==> src/sv/gstp_pkg.sv <==
`timescale 1ns / 1ps
`default_nettype none
// ----------------------------------------------------------------------------
// gstp_pkg: shared types and constants of the septet text packer
// Character map to GSM default alphabet septets and the octet bundle format
// that travels from the front end to the back end.
// ----------------------------------------------------------------------------
package gstp_pkg;

    localparam int SEPT_W   = 7;
    localparam int OCTET_W  = 8;
    localparam int COUNT_W  = 10;
    localparam int BUNDLE_N = 3;

    localparam logic [COUNT_W-1:0] COUNT_MAX = 10'd1023;

    // septet codes
    localparam logic [SEPT_W-1:0] SEPT_ESC        = 7'h1B;
    localparam logic [SEPT_W-1:0] SEPT_DOLLAR     = 7'h02;
    localparam logic [SEPT_W-1:0] SEPT_UNDERSCORE = 7'h11;
    localparam logic [SEPT_W-1:0] SEPT_AT         = 7'h00;

    // input character codes
    localparam logic [SEPT_W-1:0] CH_AT          = 7'h40;
    localparam logic [SEPT_W-1:0] CH_DOLLAR      = 7'h24;
    localparam logic [SEPT_W-1:0] CH_UNDERSCORE  = 7'h5F;
    localparam logic [SEPT_W-1:0] CH_FORM_FEED   = 7'h0C;
    localparam logic [SEPT_W-1:0] CH_LBRACKET    = 7'h5B;
    localparam logic [SEPT_W-1:0] CH_BACKSLASH   = 7'h5C;
    localparam logic [SEPT_W-1:0] CH_RBRACKET    = 7'h5D;
    localparam logic [SEPT_W-1:0] CH_CARET       = 7'h5E;
    localparam logic [SEPT_W-1:0] CH_LBRACE      = 7'h7B;
    localparam logic [SEPT_W-1:0] CH_PIPE        = 7'h7C;
    localparam logic [SEPT_W-1:0] CH_RBRACE      = 7'h7D;
    localparam logic [SEPT_W-1:0] CH_TILDE       = 7'h7E;

    // extension table codes
    localparam logic [SEPT_W-1:0] EXT_FORM_FEED  = 7'h0A;
    localparam logic [SEPT_W-1:0] EXT_LBRACKET   = 7'h3C;
    localparam logic [SEPT_W-1:0] EXT_BACKSLASH  = 7'h2F;
    localparam logic [SEPT_W-1:0] EXT_RBRACKET   = 7'h3E;
    localparam logic [SEPT_W-1:0] EXT_CARET      = 7'h14;
    localparam logic [SEPT_W-1:0] EXT_LBRACE     = 7'h28;
    localparam logic [SEPT_W-1:0] EXT_PIPE       = 7'h40;
    localparam logic [SEPT_W-1:0] EXT_RBRACE     = 7'h29;
    localparam logic [SEPT_W-1:0] EXT_TILDE      = 7'h3D;

    typedef struct packed {
        logic              two;
        logic [SEPT_W-1:0] s0;
        logic [SEPT_W-1:0] s1;
    } map_t;

    // octets produced by one character, oldest in slot 0
    typedef struct packed {
        logic [BUNDLE_N-1:0][OCTET_W-1:0] octets;
        logic [1:0]                       n_octets;
        logic                             last;
        logic [COUNT_W-1:0]               count;
    } bundle_t;

    typedef struct packed {
        logic    valid;
        bundle_t data;
    } bundle_chan_t;

    function automatic map_t map_char(input logic [SEPT_W-1:0] c, input logic prior_esc);
        map_t m;
        m.two = 1'b1;
        m.s0  = SEPT_ESC;
        m.s1  = '0;
        case (c)
            CH_FORM_FEED: m.s1 = EXT_FORM_FEED;
            CH_LBRACKET:  m.s1 = EXT_LBRACKET;
            CH_BACKSLASH: m.s1 = EXT_BACKSLASH;
            CH_RBRACKET:  m.s1 = EXT_RBRACKET;
            CH_CARET:     m.s1 = EXT_CARET;
            CH_LBRACE:    m.s1 = EXT_LBRACE;
            CH_PIPE:      m.s1 = EXT_PIPE;
            CH_RBRACE:    m.s1 = EXT_RBRACE;
            CH_TILDE:     m.s1 = EXT_TILDE;
            default:
            begin
                m.two = 1'b0;
                if (c == CH_DOLLAR)
                    m.s0 = SEPT_DOLLAR;
                else if (c == CH_UNDERSCORE)
                    m.s0 = SEPT_UNDERSCORE;
                else if (c == CH_AT && !prior_esc)
                    m.s0 = SEPT_AT;
                else
                    m.s0 = c;
            end
        endcase
        return m;
    endfunction

endpackage
`default_nettype wire

==> src/sv/gstp_char_if.sv <==
`timescale 1ns / 1ps
`default_nettype none
// ----------------------------------------------------------------------------
// gstp_char_if: character channel
// One text character per transaction with its end of message flag.
// ----------------------------------------------------------------------------
interface gstp_char_if;
    logic       valid;
    logic       ready;
    logic [7:0] char_code;
    logic       end_of_text;

    modport source (output valid, output char_code, output end_of_text, input ready);
    modport sink   (input valid, input char_code, input end_of_text, output ready);
endinterface
`default_nettype wire

==> src/sv/gstp_octet_if.sv <==
`timescale 1ns / 1ps
`default_nettype none
// ----------------------------------------------------------------------------
// gstp_octet_if: packed octet channel
// One octet per transaction; the final octet carries the septet count.
// ----------------------------------------------------------------------------
interface gstp_octet_if;
    logic       valid;
    logic       ready;
    logic [7:0] packed_octet;
    logic       last_octet;
    logic [9:0] septet_count;

    modport source (output valid, output packed_octet, output last_octet,
                    output septet_count, input ready);
    modport sink   (input valid, input packed_octet, input last_octet,
                    input septet_count, output ready);
endinterface
`default_nettype wire

==> src/sv/gstp_front.sv <==
`timescale 1ns / 1ps
`default_nettype none
// ----------------------------------------------------------------------------
// gstp_front: character mapping and bit packing
// Maps each character to one or two septets, appends them to the bit
// residue and queues each full octet, plus the partial one at end of message.
// ----------------------------------------------------------------------------
module gstp_front
    import gstp_pkg::*;
(
    input  wire logic   clk,
    input  wire logic   rst_n,
    gstp_char_if.sink   char_in,
    input  wire logic   q_full,
    output bundle_chan_t push
);

    logic [SEPT_W-1:0]  residue_reg, residue_next;
    logic [2:0]         bits_reg, bits_next;
    logic               prior_esc_reg, prior_esc_next;
    logic [COUNT_W-1:0] count_reg, count_next;

    map_t               m;
    logic [20:0]        acc;
    logic [4:0]         total;
    logic [1:0]         n_full;
    logic [2:0]         rem;
    logic [COUNT_W:0]   count_sum;
    logic [COUNT_W-1:0] count_sat;
    logic [1:0]         n_out;
    logic               accept;

    assign char_in.ready = !q_full;
    assign accept        = char_in.valid && char_in.ready;

    // septet mapping and packing of one character
    always_comb
    begin
        m      = map_char(char_in.char_code[6:0], prior_esc_reg);
        acc    = {14'd0, residue_reg}
               | ({14'd0, m.s0} << bits_reg)
               | ({14'd0, m.s1} << (4'({1'b0, bits_reg}) + 4'd7));
        total  = {2'b00, bits_reg} + (m.two ? 5'd14 : 5'd7);
        n_full = total[4:3];
        rem    = total[2:0];
        n_out  = n_full + ((char_in.end_of_text && rem != 3'd0) ? 2'd1 : 2'd0);
        count_sum = {1'b0, count_reg} + (m.two ? 11'd2 : 11'd1);
        count_sat = (count_sum > {1'b0, COUNT_MAX}) ? COUNT_MAX : count_sum[COUNT_W-1:0];
    end

    // bundle toward the queue
    always_comb
    begin
        push.valid            = accept && (n_out != 2'd0);
        push.data.octets      = {3'b000, acc};
        push.data.n_octets    = n_out;
        push.data.last        = char_in.end_of_text;
        push.data.count       = char_in.end_of_text ? count_sat : '0;
    end

    // packing state update
    always_comb
    begin
        residue_next   = residue_reg;
        bits_next      = bits_reg;
        prior_esc_next = prior_esc_reg;
        count_next     = count_reg;
        if (accept)
        begin
            if (char_in.end_of_text)
            begin
                residue_next   = '0;
                bits_next      = '0;
                prior_esc_next = 1'b0;
                count_next     = '0;
            end
            else
            begin
                case (n_full)
                    2'd0:    residue_next = acc[6:0];
                    2'd1:    residue_next = acc[14:8];
                    2'd2:    residue_next = {2'b00, acc[20:16]};
                    default: residue_next = '0;
                endcase
                bits_next      = rem;
                prior_esc_next = !m.two && (m.s0 == SEPT_ESC);
                count_next     = count_sat;
            end
        end
    end

    always_ff @(posedge clk or negedge rst_n)
    begin
        if (!rst_n)
        begin
            residue_reg   <= '0;
            bits_reg      <= '0;
            prior_esc_reg <= 1'b0;
            count_reg     <= '0;
        end
        else
        begin
            residue_reg   <= residue_next;
            bits_reg      <= bits_next;
            prior_esc_reg <= prior_esc_next;
            count_reg     <= count_next;
        end
    end

`ifndef SYNTHESIS
    // end of message returns the packing state to zero
    a_eot_clears: assert property (@(posedge clk) disable iff (!rst_n)
        accept && char_in.end_of_text |=> bits_reg == 3'd0 && count_reg == '0)
        else $error("packing state not cleared after end of message");

    // the final character always yields at least one octet
    a_eot_pushes: assert property (@(posedge clk) disable iff (!rst_n)
        accept && char_in.end_of_text |-> push.valid)
        else $error("end of message produced no octet");

    // unused residue bits stay zero
    a_residue_clean: assert property (@(posedge clk) disable iff (!rst_n)
        (residue_reg >> bits_reg) == '0)
        else $error("residue holds bits above its fill level");
`endif

endmodule
`default_nettype wire

==> src/sv/gstp_queue.sv <==
`timescale 1ns / 1ps
`default_nettype none
// ----------------------------------------------------------------------------
// gstp_queue: two-entry bundle queue
// Decouples the packing front end from the octet serializer.
// ----------------------------------------------------------------------------
module gstp_queue
    import gstp_pkg::*;
(
    input  wire logic         clk,
    input  wire logic         rst_n,
    input  bundle_chan_t      push,
    input  wire logic         pop,
    output logic              full,
    output logic              empty,
    output bundle_t           head
);

    bundle_t    entries_reg [2];
    logic       wr_ptr_reg, wr_ptr_next;
    logic       rd_ptr_reg, rd_ptr_next;
    logic [1:0] fill_reg, fill_next;
    logic       do_pop;

    assign full   = (fill_reg == 2'd2);
    assign empty  = (fill_reg == 2'd0);
    assign head   = entries_reg[rd_ptr_reg];
    assign do_pop = pop && !empty;

    // pointer and fill level update
    always_comb
    begin
        wr_ptr_next = push.valid ? !wr_ptr_reg : wr_ptr_reg;
        rd_ptr_next = do_pop ? !rd_ptr_reg : rd_ptr_reg;
        fill_next   = fill_reg + (push.valid ? 2'd1 : 2'd0) - (do_pop ? 2'd1 : 2'd0);
    end

    always_ff @(posedge clk or negedge rst_n)
    begin
        if (!rst_n)
        begin
            wr_ptr_reg <= 1'b0;
            rd_ptr_reg <= 1'b0;
            fill_reg   <= 2'd0;
        end
        else
        begin
            wr_ptr_reg <= wr_ptr_next;
            rd_ptr_reg <= rd_ptr_next;
            fill_reg   <= fill_next;
        end
    end

    // entry storage
    always_ff @(posedge clk)
    begin
        if (push.valid)
        begin
            entries_reg[wr_ptr_reg] <= push.data;
        end
    end

`ifndef SYNTHESIS
    a_no_overflow: assert property (@(posedge clk) disable iff (!rst_n)
        full |-> !push.valid)
        else $error("push into full queue");

    a_fill_range: assert property (@(posedge clk) disable iff (!rst_n)
        fill_reg != 2'd3)
        else $error("queue fill level out of range");

    a_ptr_match: assert property (@(posedge clk) disable iff (!rst_n)
        (fill_reg == 2'd0 || fill_reg == 2'd2) |-> wr_ptr_reg == rd_ptr_reg)
        else $error("queue pointers disagree with fill level");
`endif

endmodule
`default_nettype wire

==> src/sv/gstp_back.sv <==
`timescale 1ns / 1ps
`default_nettype none
// ----------------------------------------------------------------------------
// gstp_back: octet serializer
// Sends the octets of the head bundle one per transaction through a
// registered output stage.
// ----------------------------------------------------------------------------
module gstp_back
    import gstp_pkg::*;
(
    input  wire logic     clk,
    input  wire logic     rst_n,
    input  wire logic     empty,
    input  bundle_t       head,
    output logic          pop,
    gstp_octet_if.source  octet_out
);

    logic               valid_reg, valid_next;
    logic [OCTET_W-1:0] octet_reg;
    logic               last_reg;
    logic [COUNT_W-1:0] count_reg;
    logic [1:0]         idx_reg, idx_next;
    logic               load;
    logic               final_slot;

    assign octet_out.valid        = valid_reg;
    assign octet_out.packed_octet = octet_reg;
    assign octet_out.last_octet   = last_reg;
    assign octet_out.septet_count = count_reg;

    // load the output stage when it is free or being emptied
    always_comb
    begin
        load       = !empty && (!valid_reg || octet_out.ready);
        final_slot = (idx_reg == 2'(head.n_octets - 2'd1));
        pop        = load && final_slot;
        valid_next = valid_reg;
        idx_next   = idx_reg;
        if (load)
        begin
            valid_next = 1'b1;
            idx_next   = final_slot ? 2'd0 : idx_reg + 2'd1;
        end
        else if (octet_out.ready)
        begin
            valid_next = 1'b0;
        end
    end

    always_ff @(posedge clk or negedge rst_n)
    begin
        if (!rst_n)
        begin
            valid_reg <= 1'b0;
            idx_reg   <= 2'd0;
        end
        else
        begin
            valid_reg <= valid_next;
            idx_reg   <= idx_next;
        end
    end

    // output payload
    always_ff @(posedge clk)
    begin
        if (load)
        begin
            octet_reg <= head.octets[idx_reg];
            last_reg  <= head.last && final_slot;
            count_reg <= (head.last && final_slot) ? head.count : '0;
        end
    end

`ifndef SYNTHESIS
    a_count_on_last: assert property (@(posedge clk) disable iff (!rst_n)
        valid_reg && last_reg |-> count_reg != '0)
        else $error("final octet without septet count");

    a_count_zero: assert property (@(posedge clk) disable iff (!rst_n)
        valid_reg && !last_reg |-> count_reg == '0)
        else $error("septet count on a non-final octet");

    a_idx_bound: assert property (@(posedge clk) disable iff (!rst_n)
        !empty |-> idx_reg < head.n_octets)
        else $error("octet index beyond bundle size");
`endif

endmodule
`default_nettype wire

==> src/sv/gsm_septet_text_packer.sv <==
`timescale 1ns / 1ps
`default_nettype none
// A character's octets pass through the bundle queue and then the registered output stage.
// Throughput: one octet per cycle at the output stage while the receiver is ready; a
// character needs 0 to 3 octets, about one per plain character and two for an escaped one.
// The front end takes a character every cycle while the two-entry queue has room.
// Reset: rst_n clears residue, count, escape flag, queue and output stage at once.
// ----------------------------------------------------------------------------
// gsm_septet_text_packer: GSM 7-bit default alphabet text packer
// Maps characters to septets, packs them LSB first into octets and marks the
// final octet of a message with the saturating septet count.
// ----------------------------------------------------------------------------
module gsm_septet_text_packer
    import gstp_pkg::*;
(
    input  wire logic     clk,
    input  wire logic     rst_n,
    gstp_char_if.sink     char_in,
    gstp_octet_if.source  octet_out
);

    bundle_chan_t push;
    bundle_t      head;
    logic         q_full;
    logic         q_empty;
    logic         pop;

    // character mapping and packing
    gstp_front u_front (
        .clk     (clk),
        .rst_n   (rst_n),
        .char_in (char_in),
        .q_full  (q_full),
        .push    (push)
    );

    // bundle queue
    gstp_queue u_queue (
        .clk   (clk),
        .rst_n (rst_n),
        .push  (push),
        .pop   (pop),
        .full  (q_full),
        .empty (q_empty),
        .head  (head)
    );

    // octet serializer
    gstp_back u_back (
        .clk       (clk),
        .rst_n     (rst_n),
        .empty     (q_empty),
        .head      (head),
        .pop       (pop),
        .octet_out (octet_out)
    );

endmodule
`default_nettype wire

==> src/flat_wrapper.sv <==
// flat-port wrapper written by rule: the top's interface ports become plain ports
module gsm_septet_text_packer_flat import gstp_pkg::*;
  (clk, rst_n, char_in_valid, char_in_char_code, char_in_end_of_text, char_in_ready, octet_out_valid, octet_out_packed_octet, octet_out_last_octet, octet_out_septet_count, octet_out_ready);
  gstp_char_if char_in_i ();
  gstp_octet_if octet_out_i ();
  input  wire logic clk;
  input  wire logic rst_n;
  input wire logic [$bits(char_in_i.valid)-1:0] char_in_valid;
  input wire logic [$bits(char_in_i.char_code)-1:0] char_in_char_code;
  input wire logic [$bits(char_in_i.end_of_text)-1:0] char_in_end_of_text;
  output wire logic [$bits(char_in_i.ready)-1:0] char_in_ready;
  output wire logic [$bits(octet_out_i.valid)-1:0] octet_out_valid;
  output wire logic [$bits(octet_out_i.packed_octet)-1:0] octet_out_packed_octet;
  output wire logic [$bits(octet_out_i.last_octet)-1:0] octet_out_last_octet;
  output wire logic [$bits(octet_out_i.septet_count)-1:0] octet_out_septet_count;
  input wire logic [$bits(octet_out_i.ready)-1:0] octet_out_ready;
  assign char_in_i.valid = char_in_valid;
  assign char_in_i.char_code = char_in_char_code;
  assign char_in_i.end_of_text = char_in_end_of_text;
  assign char_in_ready = char_in_i.ready;
  assign octet_out_valid = octet_out_i.valid;
  assign octet_out_packed_octet = octet_out_i.packed_octet;
  assign octet_out_last_octet = octet_out_i.last_octet;
  assign octet_out_septet_count = octet_out_i.septet_count;
  assign octet_out_i.ready = octet_out_ready;
  gsm_septet_text_packer u_core (.clk(clk), .rst_n(rst_n), .char_in(char_in_i), .octet_out(octet_out_i));
endmodule
==> config.mk <==
export PLATFORM = sky130hd
export DESIGN_NAME = gsm_septet_text_packer_flat
export DESIGN_NICKNAME = d
export VERILOG_FILES = /design/src/sv/gstp_pkg.sv /design/src/sv/gstp_char_if.sv /design/src/sv/gstp_octet_if.sv /design/src/sv/gstp_front.sv /design/src/sv/gstp_queue.sv /design/src/sv/gstp_back.sv /design/src/sv/gsm_septet_text_packer.sv /design/src/flat_wrapper.sv
export SDC_FILE = /design/constraint.sdc
export NUM_CORES = 1
export LEC_CHECK = 0
export ABC_AREA = 1
export BUFFER_PORTS_ARGS = -buffer_cell sky130_fd_sc_hd__buf_2
export CAP_MARGIN = 10
export CORE_ASPECT_RATIO = 1.25
export CORE_UTILIZATION = 48
export DETAILED_ROUTE_END_ITERATION = 10
export PLACE_DENSITY = 0.63
export REMOVE_ABC_BUFFERS = 1
export SYNTH_ARGS = -nofsm -noshare
export SYNTH_HDL_FRONTEND = slang
export SYNTH_HIERARCHICAL = 1
export SYNTH_SLANG_ARGS = --single-unit
export TNS_END_PERCENT = 10
==> constraint.sdc <==
create_clock -name clk -period 11.5 [get_ports clk]
set_input_delay 0.575 -clock clk [delete_from_list [all_inputs] [get_ports clk]]
set_output_delay 0.575 -clock clk [all_outputs]
set_load 0.05 [all_outputs]
Yosys cells after proc, flatten, opt, wreduce, memory -nomap -nowiden

Memories as Yosys holds them, arrays and structs flattened.
Cells that the tools add are included.
W data, S select, Z words.

Flip-flop bits (word level): 47
Memory bits (writable): 68
Input port bits: 13
Output and inout port bits: 21
Word-level logic and storage cells: 91
Memories kept: 1

Memories:

| memory                     | depth | bits a word | read ports | clocked after Yosys merged registers in | write ports | RTL line         | text |
|---|---|---|---|---|---|---|---|
| u_core.u_queue.entries_reg | 2     | 34          | 1          | 0                                       | 1           | gstp_queue.sv:19 | `bundle_t entries_reg [2];` |

Add/sub/neg operators: 8
$lt $le $gt $ge: 2
Equal/unequal tests: 17
Shift operators: 2
Mux-type cells: 24
Bitwise gates (word level): 2
Reductions and logical operators: 23

Operators with widths:

| operator               | number |
|---|---|
| $eq A7 B7 Y1 const B   | 10 |
| $pmux W7 S9            | 1 |
| $mux W10               | 3 |
| $mux W7                | 4 |
| $or A21 B21 Y21        | 1 |
| $or A7 B21 Y21         | 1 |
| $pmux W7 S3            | 1 |
| $shl A7 B3 Y21         | 1 |
| $shl A7 B4 Y21         | 1 |
| $bmux W8 S2            | 1 |
| $mux W8                | 2 |
| $add A10 B2 Y11        | 1 |
| $gt A11 B10 Y1 const B | 1 |
| $logic_and A1 B1 Y1    | 9 |
| $reduce_or A9 Y1       | 1 |
| $mux W1                | 8 |
| $eq A7 B4 Y1 const B   | 1 |
| $eq A7 B5 Y1 const B   | 1 |
| $eq A7 B6 Y1 const B   | 1 |
| $logic_not A1 Y1       | 7 |
| $add A3 B4 Y5          | 1 |
| $add A2 B1 Y2          | 2 |
| $add A3 B3 Y4 const B  | 1 |
| $eq A2 B2 Y1 const B   | 2 |
| other kinds (13)       | 16 |

Logic depth before layout (Yosys ltp)

Word-level depth: 17
Mapped depth: 24
Gate-level depth less buffers: 24

Cells and area by module

The synthesis kept the hierarchy.

Modules (own cells, without submodules):

| module     | times used | cells an instance | area an instance (um2) |
|---|---|---|---|
| gstp_queue | 1          | 224               | 2,935.3 |
| gstp_front | 1          | 430               | 2,527.4 |
| gstp_back  | 1          | 111               | 1,073.5 |

Least setup slack after synthesis

OpenSTA, ideal clock, no wires.

Path kind: input to register
From: in char_in_char_code[5]
To: mem u_core/u_queue/entries_reg[0][0] (netlist bit) (enable)
Library setup time: 0.432 ns
Data arrival time: 4.200 ns
Data required time: 11.068 ns
Path slack: 6.868 ns
Stages on the path: 18
Buffers on the path: 0
Cells stage by stage: inv_1 > nor2_1 > nand2_1 > nand3_1 > nor2_4 > nand2_4 > inv_1 > ha_1 > inv_1 > ha_1 > xnor2_1 > a31oi_1 > ha_1 > xnor2_1 > o21ai_0 > inv_1 > inv_1 > nor2_1

RTL lines:

| what            | RTL line          | text |
|---|---|---|
| start, declared | flat_wrapper.sv:9 | `input wire logic [$bits(char_in_i.char_code)-1:0] char_in_char_code;` |
| end, declared   | gstp_queue.sv:19  |  |

==> flow_summary.yaml <==
placed_design:
  place.gp.congestion: 0.917
  place_hpwl_um: 9480
  place_ws_ps: 6760
  port-buffer-count: 32
clock_network:
  cts_buffers: 17
  clock_path_buffers: 2
  cts.root.buffer_cell: "sky130_fd_sc_hd__clkbuf_16"
  tritoncts_clock_tree: "done"
  post-cts-setup-buffers: 0
  hold_buffers: 0
  clk_pin_slew_ps: 50
  cts_repair_resize_count: 0
  clock_sink_count: 121
  clock_latency_ps: 400
  cts_htree_levels: 4
routing:
  route.detailed.wl_per_inst_um: 14.4
  drt-pass1-iter-count: 5
  met2WireLength_um: 7050
  drt-initial-drc-count: 303
  drc: 0
  highest-signal-layer: "met4"
  wl_met1_um: 6270
  vias_per_cell: 5.15
  num_vias: 5011
  routed-wl-met3_um: 439
  final_antenna_net_count: 0
  totalWireLength_um: 14000
layout:
  fraction_of_layout_cells_with_a_size_suffix_above_1_pct: 13.5
  antennaDiodeCount: 0
  finalNetCount: 811
  syn_to_final_growth_pct: 12.4
  utilization_of_the_core_after_routing_pct: 55.3
  largest_reg_flops: 74
  number_of_filler_cells_placed_in_the_layout: 1241
sta:
  post-route-min-period_ps: 4320
  finalHoldViolations: 0
  maxSlewHeadroom_pct: 24.9
  period_utilization_pct: 37.5
  rsz0062_at_grt: "false"
  final-setup-viol-count: 0
  worst_slack_ps: 7180
  clock.fmax_ghz: 0.232
  setup-tns-final_ps: 0
  timing.clock.skew_ps: 11.1
  timing.final.max_slew_violations: 0
  worst_slew_pin_slew_ps: 1120
job:
  max-cap-violations: 0
power:
  power_mw: 2.30
  p_sw_share_pct: 41.8
  p_leak_nw: 3.33
  worst_ir_drop_vdd_mv: 0.116
  internal-power_mw: 1.34
  power.clock.fraction_pct: 24.0
  netSwitchingPower_uw: 958
  power.density_cell_area_nw_per_um2: 312
  pwr-share-comb_pct: 41.8
  sequentialPowerShare_pct: 34.2
synth:
  yosysWarnings: 6
  synth_async_sr_flop_share_pct: 23.1
  synth_seq_area_share_pct: 53.4
  synth_top_flop_cell: "sky130_fd_sc_hd__edfxtp_1"
  synth.top_cells.by_count: "251 x sky130_fd_sc_hd__nand2_1, 93 x sky130_fd_sc_hd__edfxtp_1, 86 x sky130_fd_sc_hd__nand3_1"
  synth.largest_area_cell: "sky130_fd_sc_hd__edfxtp_1"
  post_synth_inst_count: 765
  yosysUniqueCellTypes: 39
  syn_area_per_cell_um2: 8.54
  synthesis.area_um2: 6540
  ys_top_cells_by_area: "sky130_fd_sc_hd__edfxtp_1 43%, sky130_fd_sc_hd__nand2_1 14%, sky130_fd_sc_hd__dfrtp_1 11%"
  post-synth-top-area-fraction_pct: 42.7
  synth-seq-cells: 121
  synth_edf_count: 93
  yosys.cell_count.top_type: "sky130_fd_sc_hd__nand2_1"
grt:
  groute.usage.overall_pct: 21.5
  first_global_vias: 4830
  first_pass_grt_wire_length_um: 23600
  number_of_antenna_violations_at_the_first_check_in_global_routing: 0
  overflow: 0
  grt_start_max_net_pins: 40
worst_setup_path:
  critical_path_peak_fanout: 37
  worstSetupEndpoint: "u_core/u_queue/entries_reg[0][20]"
  timing.critical_path.required_ps: 11510
  critPathLaunch: "char_in_char_code[5]"
  worstReg2RegEnd: "u_core/u_queue/entries_reg[0][20]"
  worst_r2r_path_depth: 11
  sort_of_element_at_the_end_of_the_critical_path: "register"
  worstPathArrival_ps: 4330
  reg2reg_setup_slack_ps: 7760
  timing.rr.start: "u_core/u_front/bits_reg[0]"
  critical_path.startpoint_type: "input port"
  timing_worst_setup_path_type: "input port to register"
run_status:
  status: "finished clean"
floorplanning:
  core_region_area_um2: 13300
  boundaryPins: 34
  rows: 47
  die_width_um: 106
  die-area_um2: 14100
  die_y_um: 132
  initial_cell_density_of_the_core_pct: 49.2
min_path:
  hold_class: "input port to asynchronous set/reset pin"
[critical path, stage by stage]
cell                      delay (ps)
sky130_fd_sc_hd__buf_2           120
sky130_fd_sc_hd__inv_1           120
sky130_fd_sc_hd__nor2_1          110
sky130_fd_sc_hd__nand2_1         120
sky130_fd_sc_hd__nand3_1         120
sky130_fd_sc_hd__nor2_4          310
sky130_fd_sc_hd__nand2_4         170
sky130_fd_sc_hd__inv_1           170
sky130_fd_sc_hd__ha_1            200
sky130_fd_sc_hd__inv_1            50
sky130_fd_sc_hd__ha_1            200
sky130_fd_sc_hd__xnor2_1         200
sky130_fd_sc_hd__a31oi_1         140
sky130_fd_sc_hd__ha_1            230
sky130_fd_sc_hd__xnor2_1         230
sky130_fd_sc_hd__o21ai_0         130
sky130_fd_sc_hd__inv_1           170
sky130_fd_sc_hd__inv_1            90
sky130_fd_sc_hd__nor2_4          840
[final cells by class]
| class | count | area (µm²) | share of cell area [%] |
|---|---|---|---|
| repair buffers | 36 | 190 | 2.59 |
| well taps | 171 | 214 | 2.91 |
| flip-flops and latches | 121 | 3490 | 47.5 |
| multi-input cells | 527 | 2510 | 34.2 |
| clock inverters | 9 | 146 | 1.99 |
| clock buffers | 23 | 468 | 6.37 |
| inverters | 86 | 323 | 4.39 |
[power groups by stage]
stage / Clock (mW) / Sequential, mW / Combinational [mW]
3_5_place_dp: 0 / 0.792 / 0.955
4_1_cts: 0.559 / 0.786 / 0.962
5_1_grt: 0.578 / 0.804 / 1.08
2_1_floorplan: 0 / 0.907 / 0.578
6_report: 0.552 / 0.784 / 0.959
3_3_place_gp: 0 / 0.787 / 0.935
[cell usage in the layout, fill, tap and decap left out, types with 7 or more instances in the layout]
cell	Yosys	final
sky130_fd_sc_hd__o22ai_1	11	11
sky130_fd_sc_hd__inv_1	74	73
sky130_fd_sc_hd__clkbuf_16	0	17
sky130_fd_sc_hd__nand4_1	15	15
sky130_fd_sc_hd__nor2_1	60	59
sky130_fd_sc_hd__edfxtp_1	93	93
sky130_fd_sc_hd__o21ai_0	32	32
sky130_fd_sc_hd__buf_2	7	32
sky130_fd_sc_hd__inv_2	9	9
sky130_fd_sc_hd__ha_1	8	8
sky130_fd_sc_hd__nand2_2	7	7
sky130_fd_sc_hd__nand2_1	251	251
sky130_fd_sc_hd__nor2_2	13	13
sky130_fd_sc_hd__dfrtp_1	28	28
sky130_fd_sc_hd__nand3_1	86	86
[worst min path at each step]
| stage | start | endpoint | slack [ps] | cells past startpoint |
|---|---|---|---|---|
| 2_1_floorplan | rst_n | u_core/u_back/idx_reg[0] | 280 | 0 |
| 3_3_place_gp | u_core/u_front/residue_reg[0] | u_core/u_front/residue_reg[0] | 460 | 2 |
| 3_5_place_dp | u_core/u_front/residue_reg[4] | u_core/u_front/residue_reg[4] | 460 | 2 |
| 4_1_cts | rst_n | u_core/u_front/count_reg[5] | 230 | 1 |
| 5_1_grt | rst_n | u_core/u_front/count_reg[7] | 260 | 1 |
| 6_report | rst_n | u_core/u_front/count_reg[7] | 220 | 1 |
[logic make-up (layout without fill, tap and decap cells)]
group,Yosys count,in the layout,share of synthesized area (%)
fa+ha+maj,9,9,1.84
other cells,1,3,0.0574
compound gates,57,57,4.90
simple gates,452,452,30.3
xor+xnor,6,6,1.09
flops,121,121,53.4
buf+inv,119,154,8.35
[metrics by stage]
stage,instances,hold slack (ps),area (µm²)
2_1_floorplan,734,279,6320
3_3_place_gp,941,457,6730
3_5_place_dp,941,459,6730
4_1_cts,973,233,7350
5_1_grt,973,258,7350
6_report,973,220,7350
[layer usage]
| metal | track usage, % | vias to the layer above |
|---|---|---|
| met5 | 0 | - |
| met4 | 7.02 | 0 |
| met3 | 4.43 | 17 |
| met2 | 37.4 | 90 |
| met1 | 26.6 | 2353 |
| li1 | - | 2551 |
No activity file was read; power rests on OpenSTA's default activity.
